===== src/sv/mbrtu_pkg.sv =====
// shared types, constants and crc step for the modbus rtu request framer
package mbrtu_pkg;

   localparam int FRAME_BYTES_DEF = 8;

   localparam logic [7:0]  MAX_DEVICE_INDEX_RST = 8'd6;
   localparam logic [7:0]  FC_READ              = 8'h03;
   localparam logic [7:0]  FC_WRITE             = 8'h06;
   localparam logic [15:0] CRC_INIT             = 16'hFFFF;
   localparam logic [15:0] CRC_POLY             = 16'hA001;

   localparam logic [1:0] STATUS_OK      = 2'd0;
   localparam logic [1:0] STATUS_BAD_ID  = 2'd1;
   localparam logic [1:0] STATUS_BAD_FC  = 2'd2;
   localparam logic [1:0] STATUS_BAD_CRC = 2'd3;

   typedef struct packed {
      logic load;
      logic build;
      logic crc_clr;
      logic crc_step;
      logic crc_done;
      logic cnt_clr;
      logic cnt_inc;
      logic push_byte;
      logic push_err;
   } mbrtu_cmd_type;

   typedef struct packed {
      logic id_err;
      logic fc_err;
      logic crc_ones;
      logic cnt_crc_last;
      logic cnt_last;
      logic out_free;
   } mbrtu_sts_type;

   // reflected crc-16 over one byte
   function automatic logic [15:0] crc_byte(input logic [15:0] crc, input logic [7:0] data);
      logic [15:0] c;
      c = crc ^ {8'h00, data};
      for (int b = 0; b < 8; b++) begin
         if (c[0]) begin
            c = (c >> 1) ^ CRC_POLY;
         end else begin
            c = c >> 1;
         end
      end
      return c;
   endfunction

endpackage


===== src/sv/mbrtu_ctrl.sv =====
// controller state machine for the modbus rtu request framer
module mbrtu_ctrl
   import mbrtu_pkg::*;
(
   input  logic          clock,
   input  logic          reset,
   input  logic          req_valid,
   output logic          req_stall,
   input  mbrtu_sts_type sts,
   output mbrtu_cmd_type cmd
);

   typedef enum logic [5:0] {
      S_IDLE   = 6'b000001,
      S_CHECK  = 6'b000010,
      S_CRC    = 6'b000100,
      S_CRCCHK = 6'b001000,
      S_ERR    = 6'b010000,
      S_EMIT   = 6'b100000
   } state_type;

   state_type state_ff, state_in;

   assign req_stall = (state_ff != S_IDLE);

   always_comb begin
      state_in = state_ff;
      cmd      = '0;
      case (state_ff)
         S_IDLE: begin
            if (req_valid) begin
               cmd.load = 1'b1;
               state_in = S_CHECK;
            end
         end
         S_CHECK: begin
            cmd.crc_clr = 1'b1;
            cmd.cnt_clr = 1'b1;
            if (sts.id_err || sts.fc_err) begin
               state_in = S_ERR;
            end else begin
               cmd.build = 1'b1;
               state_in  = S_CRC;
            end
         end
         S_CRC: begin
            cmd.crc_step = 1'b1;
            if (sts.cnt_crc_last) begin
               cmd.cnt_clr = 1'b1;
               state_in    = S_CRCCHK;
            end else begin
               cmd.cnt_inc = 1'b1;
            end
         end
         S_CRCCHK: begin
            if (sts.crc_ones) begin
               state_in = S_ERR;
            end else begin
               cmd.crc_done = 1'b1;
               state_in     = S_EMIT;
            end
         end
         S_ERR: begin
            if (sts.out_free) begin
               cmd.push_err = 1'b1;
               state_in     = S_IDLE;
            end
         end
         S_EMIT: begin
            if (sts.out_free) begin
               cmd.push_byte = 1'b1;
               if (sts.cnt_last) begin
                  cmd.cnt_clr = 1'b1;
                  state_in    = S_IDLE;
               end else begin
                  cmd.cnt_inc = 1'b1;
               end
            end
         end
         default: begin
            state_in = S_IDLE;
         end
      endcase
   end

   always_ff @(posedge clock) begin
      if (reset) begin
         state_ff <= S_IDLE;
      end else begin
         state_ff <= state_in;
      end
   end

endmodule


===== src/sv/mbrtu_dpath.sv =====
// datapath for the modbus rtu request framer: request, frame store, crc, output beat
module mbrtu_dpath
   import mbrtu_pkg::*;
#(
   parameter int FRAME_BYTES = FRAME_BYTES_DEF
)
(
   input  logic          clock,
   input  logic          reset,
   input  logic          csr_write_enable,
   input  logic [7:0]    csr_write_data,
   input  logic [7:0]    req_device_index,
   input  logic [7:0]    req_function_code,
   input  logic [31:0]   req_descriptor,
   input  logic [15:0]   req_write_value,
   output logic          rsp_valid,
   input  logic          rsp_stall,
   output logic [7:0]    rsp_frame_byte,
   output logic          rsp_last_byte,
   output logic [1:0]    rsp_status,
   input  mbrtu_cmd_type cmd,
   output mbrtu_sts_type sts
);

   localparam int CNT_W = $clog2(FRAME_BYTES);
   localparam logic [CNT_W-1:0] CRC_LAST_IDX = CNT_W'(FRAME_BYTES - 3);
   localparam logic [CNT_W-1:0] CRC_LO_IDX   = CNT_W'(FRAME_BYTES - 2);
   localparam logic [CNT_W-1:0] LAST_IDX     = CNT_W'(FRAME_BYTES - 1);

   logic [7:0]       max_device_index_ff;
   logic [7:0]       idx_ff;
   logic [7:0]       fc_ff;
   logic [31:0]      desc_ff;
   logic [15:0]      value_ff;
   logic [7:0]       frame_store_ff [FRAME_BYTES];
   logic [15:0]      crc_ff, crc_in;
   logic [CNT_W-1:0] cnt_ff, cnt_in;
   logic             rsp_valid_ff, rsp_valid_in;
   logic [7:0]       rsp_frame_byte_ff;
   logic             rsp_last_byte_ff;
   logic [1:0]       rsp_status_ff;
   logic [1:0]       err_code;
   logic [7:0]       hi_byte, lo_byte;

   assign sts.id_err       = (idx_ff > max_device_index_ff);
   assign sts.fc_err       = ((desc_ff[2:0] & fc_ff[2:0]) == 3'b000);
   assign sts.crc_ones     = (crc_ff == CRC_INIT);
   assign sts.cnt_crc_last = (cnt_ff == CRC_LAST_IDX);
   assign sts.cnt_last     = (cnt_ff == LAST_IDX);
   assign sts.out_free     = !rsp_valid_ff || !rsp_stall;

   assign err_code = sts.id_err ? STATUS_BAD_ID : (sts.fc_err ? STATUS_BAD_FC : STATUS_BAD_CRC);

   always_comb begin
      hi_byte = 8'h00;
      lo_byte = 8'h00;
      if (fc_ff == FC_READ) begin
         lo_byte = desc_ff[15:8];
      end else if (fc_ff == FC_WRITE) begin
         hi_byte = value_ff[15:8];
         lo_byte = value_ff[7:0];
      end
   end

   always_comb begin
      crc_in = crc_ff;
      if (cmd.crc_clr) begin
         crc_in = CRC_INIT;
      end else if (cmd.crc_step) begin
         crc_in = crc_byte(crc_ff, frame_store_ff[cnt_ff]);
      end
      cnt_in = cnt_ff;
      if (cmd.cnt_clr) begin
         cnt_in = '0;
      end else if (cmd.cnt_inc) begin
         cnt_in = cnt_ff + CNT_W'(1);
      end
      rsp_valid_in = rsp_valid_ff && rsp_stall;
      if (cmd.push_byte || cmd.push_err) begin
         rsp_valid_in = 1'b1;
      end
   end

   // control state
   always_ff @(posedge clock) begin
      if (reset) begin
         max_device_index_ff <= MAX_DEVICE_INDEX_RST;
         crc_ff              <= CRC_INIT;
         cnt_ff              <= '0;
         rsp_valid_ff        <= 1'b0;
      end else begin
         if (csr_write_enable) begin
            max_device_index_ff <= csr_write_data;
         end
         crc_ff       <= crc_in;
         cnt_ff       <= cnt_in;
         rsp_valid_ff <= rsp_valid_in;
      end
   end

   // payload
   always_ff @(posedge clock) begin
      if (cmd.load) begin
         idx_ff   <= req_device_index;
         fc_ff    <= req_function_code;
         desc_ff  <= req_descriptor;
         value_ff <= req_write_value;
      end
      if (cmd.build) begin
         frame_store_ff[0] <= idx_ff + 8'd1;
         frame_store_ff[1] <= fc_ff;
         frame_store_ff[2] <= desc_ff[31:24];
         frame_store_ff[3] <= desc_ff[23:16];
         frame_store_ff[4] <= hi_byte;
         frame_store_ff[5] <= lo_byte;
      end
      if (cmd.crc_done) begin
         frame_store_ff[CRC_LO_IDX] <= crc_ff[7:0];
         frame_store_ff[LAST_IDX]   <= crc_ff[15:8];
      end
      if (cmd.push_byte) begin
         rsp_frame_byte_ff <= frame_store_ff[cnt_ff];
         rsp_last_byte_ff  <= sts.cnt_last;
         rsp_status_ff     <= STATUS_OK;
      end else if (cmd.push_err) begin
         rsp_frame_byte_ff <= 8'h00;
         rsp_last_byte_ff  <= 1'b1;
         rsp_status_ff     <= err_code;
      end
   end

   assign rsp_valid      = rsp_valid_ff;
   assign rsp_frame_byte = rsp_frame_byte_ff;
   assign rsp_last_byte  = rsp_last_byte_ff;
   assign rsp_status     = rsp_status_ff;

endmodule


===== src/sv/modbus_rtu_request_framer_unit.sv =====
// top level of the modbus rtu request framer
//
//  channel | direction | handshake         | payload
//  req     | in        | req_valid/stall   | device_index, function_code, descriptor, write_value
//  rsp     | out       | rsp_valid/stall   | frame_byte, last_byte, status
//  csr     | in        | csr_write_enable  | csr_write_data (max device index)
//
// one request at a time: a check state, a crc state that steps the six header bytes
// through the crc unit one byte per cycle, a crc check state, then one beat per cycle
// while rsp is not stalled; an error gives a single beat.
// the result register lets a new request be taken while the last beat still waits.
// synchronous active-high reset; max device index resets to 6.
module modbus_rtu_request_framer_unit
   import mbrtu_pkg::*;
#(
   parameter int FRAME_BYTES = FRAME_BYTES_DEF
)
(
   input  logic        clock,
   input  logic        reset,
   input  logic        csr_write_enable,
   input  logic [7:0]  csr_write_data,
   input  logic        req_valid,
   output logic        req_stall,
   input  logic [7:0]  req_device_index,
   input  logic [7:0]  req_function_code,
   input  logic [31:0] req_descriptor,
   input  logic [15:0] req_write_value,
   output logic        rsp_valid,
   input  logic        rsp_stall,
   output logic [7:0]  rsp_frame_byte,
   output logic        rsp_last_byte,
   output logic [1:0]  rsp_status
);

   mbrtu_cmd_type cmd;
   mbrtu_sts_type sts;

   mbrtu_ctrl u_ctrl (
      .clock     (clock),
      .reset     (reset),
      .req_valid (req_valid),
      .req_stall (req_stall),
      .sts       (sts),
      .cmd       (cmd)
   );

   mbrtu_dpath #(
      .FRAME_BYTES (FRAME_BYTES)
   ) u_dpath (
      .clock             (clock),
      .reset             (reset),
      .csr_write_enable  (csr_write_enable),
      .csr_write_data    (csr_write_data),
      .req_device_index  (req_device_index),
      .req_function_code (req_function_code),
      .req_descriptor    (req_descriptor),
      .req_write_value   (req_write_value),
      .rsp_valid         (rsp_valid),
      .rsp_stall         (rsp_stall),
      .rsp_frame_byte    (rsp_frame_byte),
      .rsp_last_byte     (rsp_last_byte),
      .rsp_status        (rsp_status),
      .cmd               (cmd),
      .sts               (sts)
   );

endmodule


===== config.mk =====
export PLATFORM = sky130hd
export DESIGN_NAME = modbus_rtu_request_framer_unit
export DESIGN_NICKNAME = d
export VERILOG_FILES = /design/src/sv/mbrtu_pkg.sv /design/src/sv/mbrtu_ctrl.sv /design/src/sv/mbrtu_dpath.sv /design/src/sv/modbus_rtu_request_framer_unit.sv
export SDC_FILE = /design/constraint.sdc
export NUM_CORES = 1
export LEC_CHECK = 0
export BUFFER_PORTS_ARGS = -buffer_cell sky130_fd_sc_hd__buf_4
export CORE_MARGIN = 2
export CORE_UTILIZATION = 57
export DETAILED_ROUTE_END_ITERATION = 10
export GPL_TIMING_DRIVEN = 0
export PLACE_DENSITY = 0.79
export SETUP_SLACK_MARGIN = 0.4
export SYNTH_ARGS = -nofsm -noshare
export SYNTH_HDL_FRONTEND = slang
export SYNTH_SLANG_ARGS = --single-unit
export TNS_END_PERCENT = 10

===== constraint.sdc =====
create_clock -name clock -period 5.81 [get_ports clock]
set_clock_uncertainty 0.15 [all_clocks]
set_input_delay 1.162 -clock clock [delete_from_list [all_inputs] [get_ports clock]]
set_output_delay 1.162 -clock clock [all_outputs]
set_load 0.01 [all_outputs]

# After elaboration in Yosys (flattened, before gate mapping)
# Memory sizes are Yosys's and may differ from the RTL's. A register that Yosys moved wholly into a read port is not among the register bits.
# Cells that the tools add are included.
# op_classes
addsub	2
multipliers	0
div	0
order_cmp	1
eq_ne	17
shift	0
mux	70
bitwise_logic	10
n_reduce_logical	13
# op_table
operator	count
$mux W16	22
$mux W8	8
$mux W6	6
$pmux W6 S6	1
$not A2 Y3	8
$mux W1	23
$eq A16 B16 Y1 const B	1
$reduce_or A8 Y1	2
$xor A16 B8 Y16	1
$mux W3	5
$ne A2 B2 Y1 const B	5
$add A8 B1 Y8 const B	1
$eq A8 B2 Y1 const B	1
$eq A8 B3 Y1 const B	1
$gt A8 B8 Y1	1
$eq A3 B3 Y1 const B	2
$eq A6 B1 Y1 const B	1
$eq A6 B2 Y1 const B	1
$eq A6 B3 Y1 const B	1
$eq A6 B4 Y1 const B	1
$eq A6 B5 Y1 const B	1
$eq A6 B6 Y1 const B	1
$ne A6 B1 Y1 const B	1
$mux W5	1
12 further kinds	17
# word_totals
ff_bits	109
latchBits	0
ram_bits	64
mem_bits_ro	0
inputBits	77
memories	1
# memory_table
memory	depth	word_bits	rd	rd_ports_with_merged_regs	wr	line	source
u_dpath.frame_store_ff	8	8	1	1	6	mbrtu_dpath.sv:35	logic [7:0] frame_store_ff [FRAME_BYTES];

# Logic depth before layout (Yosys ltp)
# depth
ltp_word	32
depth_mapped	10

# By module
# A second synthesis with hierarchy kept.
# hier_totals
cells_unflattened	473
hier_area_um2	6905.4
# by_module_without_submodules
mod	n_inst	cells_each	area_per_inst_um2	seq_area_each_um2
mbrtu_dpath	1	416	6423.7	4624.4
mbrtu_ctrl	1	57	481.7	120.1

# Worst setup path before layout
# No wires, ideal clock.
# synth_timing
path_kind	reg2reg
from	register u_dpath.idx_ff[1]
to	memory u_dpath.frame_store_ff[0][0], enable pin
t_arrival_ns	3.764
path_slack_ns	1.436
path_stages_with_launch	9
n_path_buf	0
synth_period_minus_slack_ns	4.374
cell_sequence	edfxtp_1 > ha_1 > nor2b_1 > o21a_1 > o21a_1 > o21ai_0 > nand3b_1 > a21oi_1 > nor2b_1
# synth_rtl
item	line	source
start, declared	mbrtu_dpath.sv:31	logic [7:0] idx_ff;
start signal, assigned	mbrtu_dpath.sv:104	idx_ff <= req_device_index;
end, declared	mbrtu_dpath.sv:35	

==> metrics.txt <==
# TYPE chip_impl_metric gauge
chip_impl_metric{name="post_place_instance_area",unit="sq um"} 7610
chip_impl_metric{name="tns",unit="ns"} 0
chip_impl_metric{name="num-fill-cells",unit=""} 703
chip_impl_metric{name="worstSkewPairLatency",unit="ns"} 0.42
chip_impl_metric{name="power_density",unit="nW/um^2"} 312.2
chip_impl_metric{name="crit_path_max_incr_delay",unit="ns"} 0.49
chip_impl_metric{name="postRouteWirelength",unit="um"} 12860
chip_impl_metric{name="clk_transition_reported_paths",unit="ns"} 0.07
chip_impl_info{name="setup.worst_path.start_class",value="flop"} 1
chip_impl_metric{name="finalCritPeriodShare",unit="%"} 54.03
chip_impl_metric{name="cap_viol_max_count",unit=""} 0
chip_impl_metric{name="port_buffers",unit=""} 83
chip_impl_info{name="synthFlopType",value="sky130_fd_sc_hd__edfxtp_1"} 1
chip_impl_metric{name="ys.warnings.count",unit=""} 0
chip_impl_metric{name="switching_share",unit="%"} 22.21
chip_impl_metric{name="worstPathBufferInverterCount",unit=""} 1
chip_impl_metric{name="worst-path-stages",unit=""} 9
chip_impl_info{name="synthTopCellsByCount",value="sky130_fd_sc_hd__edfxtp_1, sky130_fd_sc_hd__dfxtp_1, sky130_fd_sc_hd__nand2_1"} 1
chip_impl_metric{name="synth_seq_area_share",unit="%"} 70.26
chip_impl_metric{name="syn-cell-area",unit="sq um"} 6753
chip_impl_info{name="worstReg2RegEnd",value="u_dpath.crc_ff[0]"} 1
chip_impl_metric{name="finalWeightedCongestion",unit=""} 0.8436
chip_impl_metric{name="layout.nets",unit=""} 620
chip_impl_metric{name="cts.sink_count",unit=""} 171
chip_impl_metric{name="synthesis.area_per_instance",unit="sq um"} 15.81
chip_impl_metric{name="grt_antenna_before_repair",unit=""} 0
chip_impl_info{name="crit_end",value="u_dpath.crc_ff[0]"} 1
chip_impl_metric{name="vias_per_cell",unit=""} 5.683
chip_impl_metric{name="worst_slew_pin_slew",unit="ns"} 0.8963
chip_impl_info{name="dominant_cells_by_area_after_synthesis",value="sky130_fd_sc_hd__edfxtp_1, sky130_fd_sc_hd__dfxtp_1, sky130_fd_sc_hd__mux4_2, sky130_fd_sc_hd__xnor2_1, sky130_fd_sc_hd__ha_1"} 1
chip_impl_metric{name="num_vias",unit=""} 3904
chip_impl_metric{name="hpwl_reported_at_the_end_of_detailed_placement",unit="um"} 8957
chip_impl_info{name="crit_slowest_cell",value="sky130_fd_sc_hd__dfxtp_1"} 1
chip_impl_metric{name="net_count_after_synthesis",unit=""} 516
chip_impl_metric{name="wl_per_cell",unit="um"} 18.72
chip_impl_metric{name="post_cts_resized",unit=""} 0
chip_impl_metric{name="drt-pass1-iter-count",unit=""} 4
chip_impl_metric{name="vias_in_the_first_global_route",unit=""} 3998
chip_impl_metric{name="rows",unit=""} 39
chip_impl_metric{name="net-switching-power",unit="mW"} 0.5661
chip_impl_metric{name="top_level_ports",unit=""} 90
chip_impl_info{name="startpoint_to_endpoint_class_of_the_critical_path",value="reg -> reg"} 1
chip_impl_metric{name="total_leakage_power",unit="nW"} 3.127
chip_impl_metric{name="route.antenna.remaining_nets",unit=""} 0
chip_impl_metric{name="timing.critical_path.arrival",unit="ns"} 3.31
chip_impl_info{name="ctsRootBufferMaster",value="sky130_fd_sc_hd__clkbuf_16"} 1
chip_impl_metric{name="residual_overflow_from_global_routing",unit=""} 0
chip_impl_metric{name="hold_crit_depth",unit=""} 0
chip_impl_metric{name="drc_errors",unit=""} 0
chip_impl_metric{name="synth_cell_type_count",unit=""} 46
chip_impl_metric{name="totalPowerFinal",unit="mW"} 2.549
chip_impl_metric{name="power.clock.fraction",unit="%"} 41.1
chip_impl_metric{name="internal_power",unit="mW"} 1.982
chip_impl_metric{name="synthesis.instances",unit=""} 427
chip_impl_metric{name="antenna_cells_inserted",unit=""} 0
chip_impl_metric{name="synth_enable_flop_cells",unit=""} 132
chip_impl_info{name="path_cells",value="buf_2 -> mux4_2 -> mux2i_1 -> xnor2_2 -> xnor2_2 -> xor3_2 -> xor2_1 -> xnor2_1 -> a21o_1"} 1
chip_impl_metric{name="timing.reg2reg.setup_slack",unit="ns"} 2.67
chip_impl_metric{name="floorplan.die.width",unit="um"} 112.8
chip_impl_info{name="rsz_0062_raised_after_global_routing",value="no"} 1
chip_impl_metric{name="setup_viol",unit=""} 0
chip_impl_info{name="tritoncts_clock_tree",value="built"} 1
chip_impl_metric{name="worstPathMaxFanout",unit=""} 10
chip_impl_info{name="timing.critical_path.to_type",value="flop"} 1
chip_impl_metric{name="clock_tree_buf_depth",unit=""} 2
chip_impl_info{name="critPathMostFrequentCell",value="sky130_fd_sc_hd__xnor2_2"} 1
chip_impl_metric{name="area_growth_synth_to_finish",unit="%"} 20.90
chip_impl_metric{name="cp_data_required_time",unit="ns"} 5.98
chip_impl_metric{name="synth_top_cell_area_share",unit="%"} 58.70
chip_impl_metric{name="period_minus_slack",unit="ns"} 3.139
chip_impl_metric{name="max-slew-margin-rel",unit="%"} 40.18
chip_impl_metric{name="initial_detailed_routing_violation_count",unit=""} 353
chip_impl_metric{name="timing_hold_violations_final",unit=""} 0
chip_impl_metric{name="tritoncts.num_buffers",unit=""} 17
chip_impl_info{name="holdCritStartpoint",value="u_dpath.desc_ff[26]"} 1
chip_impl_metric{name="comb_power_share",unit="%"} 4.8
chip_impl_metric{name="post-cts-setup-buffer-count",unit=""} 0
chip_impl_metric{name="share_seq_of_total_power",unit="%"} 54.1
chip_impl_info{name="outcome",value="finished, final reports clean"} 1
chip_impl_metric{name="async_reset_ff_share",unit="%"} 0
chip_impl_metric{name="initial_utilization",unit="%"} 58.89
chip_impl_metric{name="multi_input_comb_area",unit="sq um"} 1896
chip_impl_metric{name="clock.fmax",unit="MHz"} 318.6
chip_impl_metric{name="vdd.ir_drop.worst",unit="mV"} 0.2047
chip_impl_info{name="synthDominantAreaCellType",value="sky130_fd_sc_hd__edfxtp_1"} 1
chip_impl_metric{name="coreArea",unit="sq um"} 11470
chip_impl_metric{name="global_route_wire_length_before_repair",unit="um"} 20710
chip_impl_metric{name="final_area",unit="sq um"} 8164
chip_impl_metric{name="fp.dieArea",unit="sq um"} 12730
chip_impl_metric{name="whs",unit="ns"} 0.2684
chip_impl_info{name="critPathTopFamily",value="XOR/XNOR gates"} 1
chip_impl_metric{name="grt_usage",unit="%"} 21.71
chip_impl_metric{name="cts-hold-fix-buffers",unit=""} 0
chip_impl_metric{name="register_area",unit="sq um"} 4745
chip_impl_info{name="yosys.cell_count.top_type",value="sky130_fd_sc_hd__edfxtp_1"} 1
chip_impl_metric{name="cts_htree_levels",unit=""} 4
chip_impl_metric{name="grt_max_degree",unit=""} 40
chip_impl_metric{name="die_y",unit="um"} 112.8
chip_impl_metric{name="drive_above_1_share",unit="%"} 26.84
chip_impl_info{name="holdCritPathClass",value="reg -> reg"} 1
chip_impl_metric{name="layout.core_utilization",unit="%"} 71.19
chip_impl_metric{name="synth.ff_latch_count",unit=""} 171
chip_impl_metric{name="final_max_slew_viol_count",unit=""} 0
chip_impl_metric{name="timing.reg2reg.worst_path_depth",unit=""} 9
[placed cells by master, fill, tap and decap left out, types with 3 or more instances in the layout]
cell / count
sky130_fd_sc_hd__edfxtp_1: 132
sky130_fd_sc_hd__buf_4: 84
sky130_fd_sc_hd__dfxtp_1: 39
sky130_fd_sc_hd__nand2_1: 30
sky130_fd_sc_hd__nor2_1: 27
sky130_fd_sc_hd__xnor2_1: 19
sky130_fd_sc_hd__clkbuf_16: 17
sky130_fd_sc_hd__nand3_1: 16
sky130_fd_sc_hd__inv_1: 13
sky130_fd_sc_hd__mux4_2: 13
sky130_fd_sc_hd__mux2i_1: 12
sky130_fd_sc_hd__o211ai_1: 12
sky130_fd_sc_hd__ha_1: 12
sky130_fd_sc_hd__clkbuf_1: 10
sky130_fd_sc_hd__and2_1: 9
sky130_fd_sc_hd__a22o_1: 8
sky130_fd_sc_hd__inv_6: 7
sky130_fd_sc_hd__a21oi_1: 6
sky130_fd_sc_hd__nor3_1: 5
sky130_fd_sc_hd__nand4_1: 5
sky130_fd_sc_hd__o21ai_0: 5
sky130_fd_sc_hd__xor2_1: 4
sky130_fd_sc_hd__o21a_1: 4
sky130_fd_sc_hd__xnor2_2: 4
sky130_fd_sc_hd__a31oi_1: 4
sky130_fd_sc_hd__clkinvlp_4: 4
sky130_fd_sc_hd__nor4_1: 3
sky130_fd_sc_hd__buf_12: 3
sky130_fd_sc_hd__mux4_1: 3
[power by group through the flow]
stage               registers (mW)  logic [mW]  clock network, mW
floorplan                     1.40      0.0579                  0
global route                  1.38       0.135               1.11
global placement              1.41       0.109                  0
finish                        1.38       0.122               1.05
CTS                           1.38       0.123               1.06
detailed placement            1.40       0.121                  0
[metrics by stage]
step	std cells	worst slack [ns]
floorplan	427	1.436
global placement	653	0.5402
detailed placement	655	2.659
CTS	687	2.634
global route	687	2.475
finish	687	2.671
[cell type report]
cell class                      count  area share (%)
Buffer                             14          0.9962
Tap cell                          143           2.192
Sequential cell                   171           58.11
Clock buffer                       17           5.211
Timing Repair Buffer               85           8.123
Clock inverter                     15           1.548
Multi-Input combinational cell    229           23.22
Inverter                           13          0.5977
[sequential cells by signal, indices dropped and copies added, names as in the netlist, 3 cells and up, named ones only]
register	cells
u_dpath.crc_ff	16
u_dpath.frame_store_ff	64
u_dpath.value_ff	16
u_dpath.idx_ff	8
u_dpath.fc_ff	8
u_dpath.rsp_frame_byte	8
u_ctrl.state_ff	6
u_dpath.desc_ff	27
u_dpath.max_device_index_ff	8
u_dpath.cnt_ff	3
[worst min-delay path by stage]
stage,to,slack [ns]
2_1_floorplan,u_dpath.frame_store_ff[2][0],0.25
3_3_place_gp,u_dpath.frame_store_ff[3][6],0.26
3_5_place_dp,u_dpath.frame_store_ff[2][2],0.25
4_1_cts,u_dpath.frame_store_ff[2][2],0.27
5_1_grt,u_dpath.frame_store_ff[3][1],0.28
6_report,u_dpath.frame_store_ff[2][2],0.27
[layer usage]
layer,vias up,track usage [%],wire (um)
met2,150,35.21,6562
met4,0,8.374,245
met5,-,0,0
met3,19,4.981,830
met1,1907,29.00,5225
li1,1828,-,-
[cell families after synthesis]
kind of cell	after synthesis	synth area share [%]
xor gates and xnor gates	29	4.651
adders and majority gates	12	2.223
muxes	31	8.153
buffers and inverters	27	1.927
and+or+nand+nor	111	7.912
AOI/OAI and AO/OA	46	4.873
DFF	171	70.26
Power figures use the tool's default switching activity.
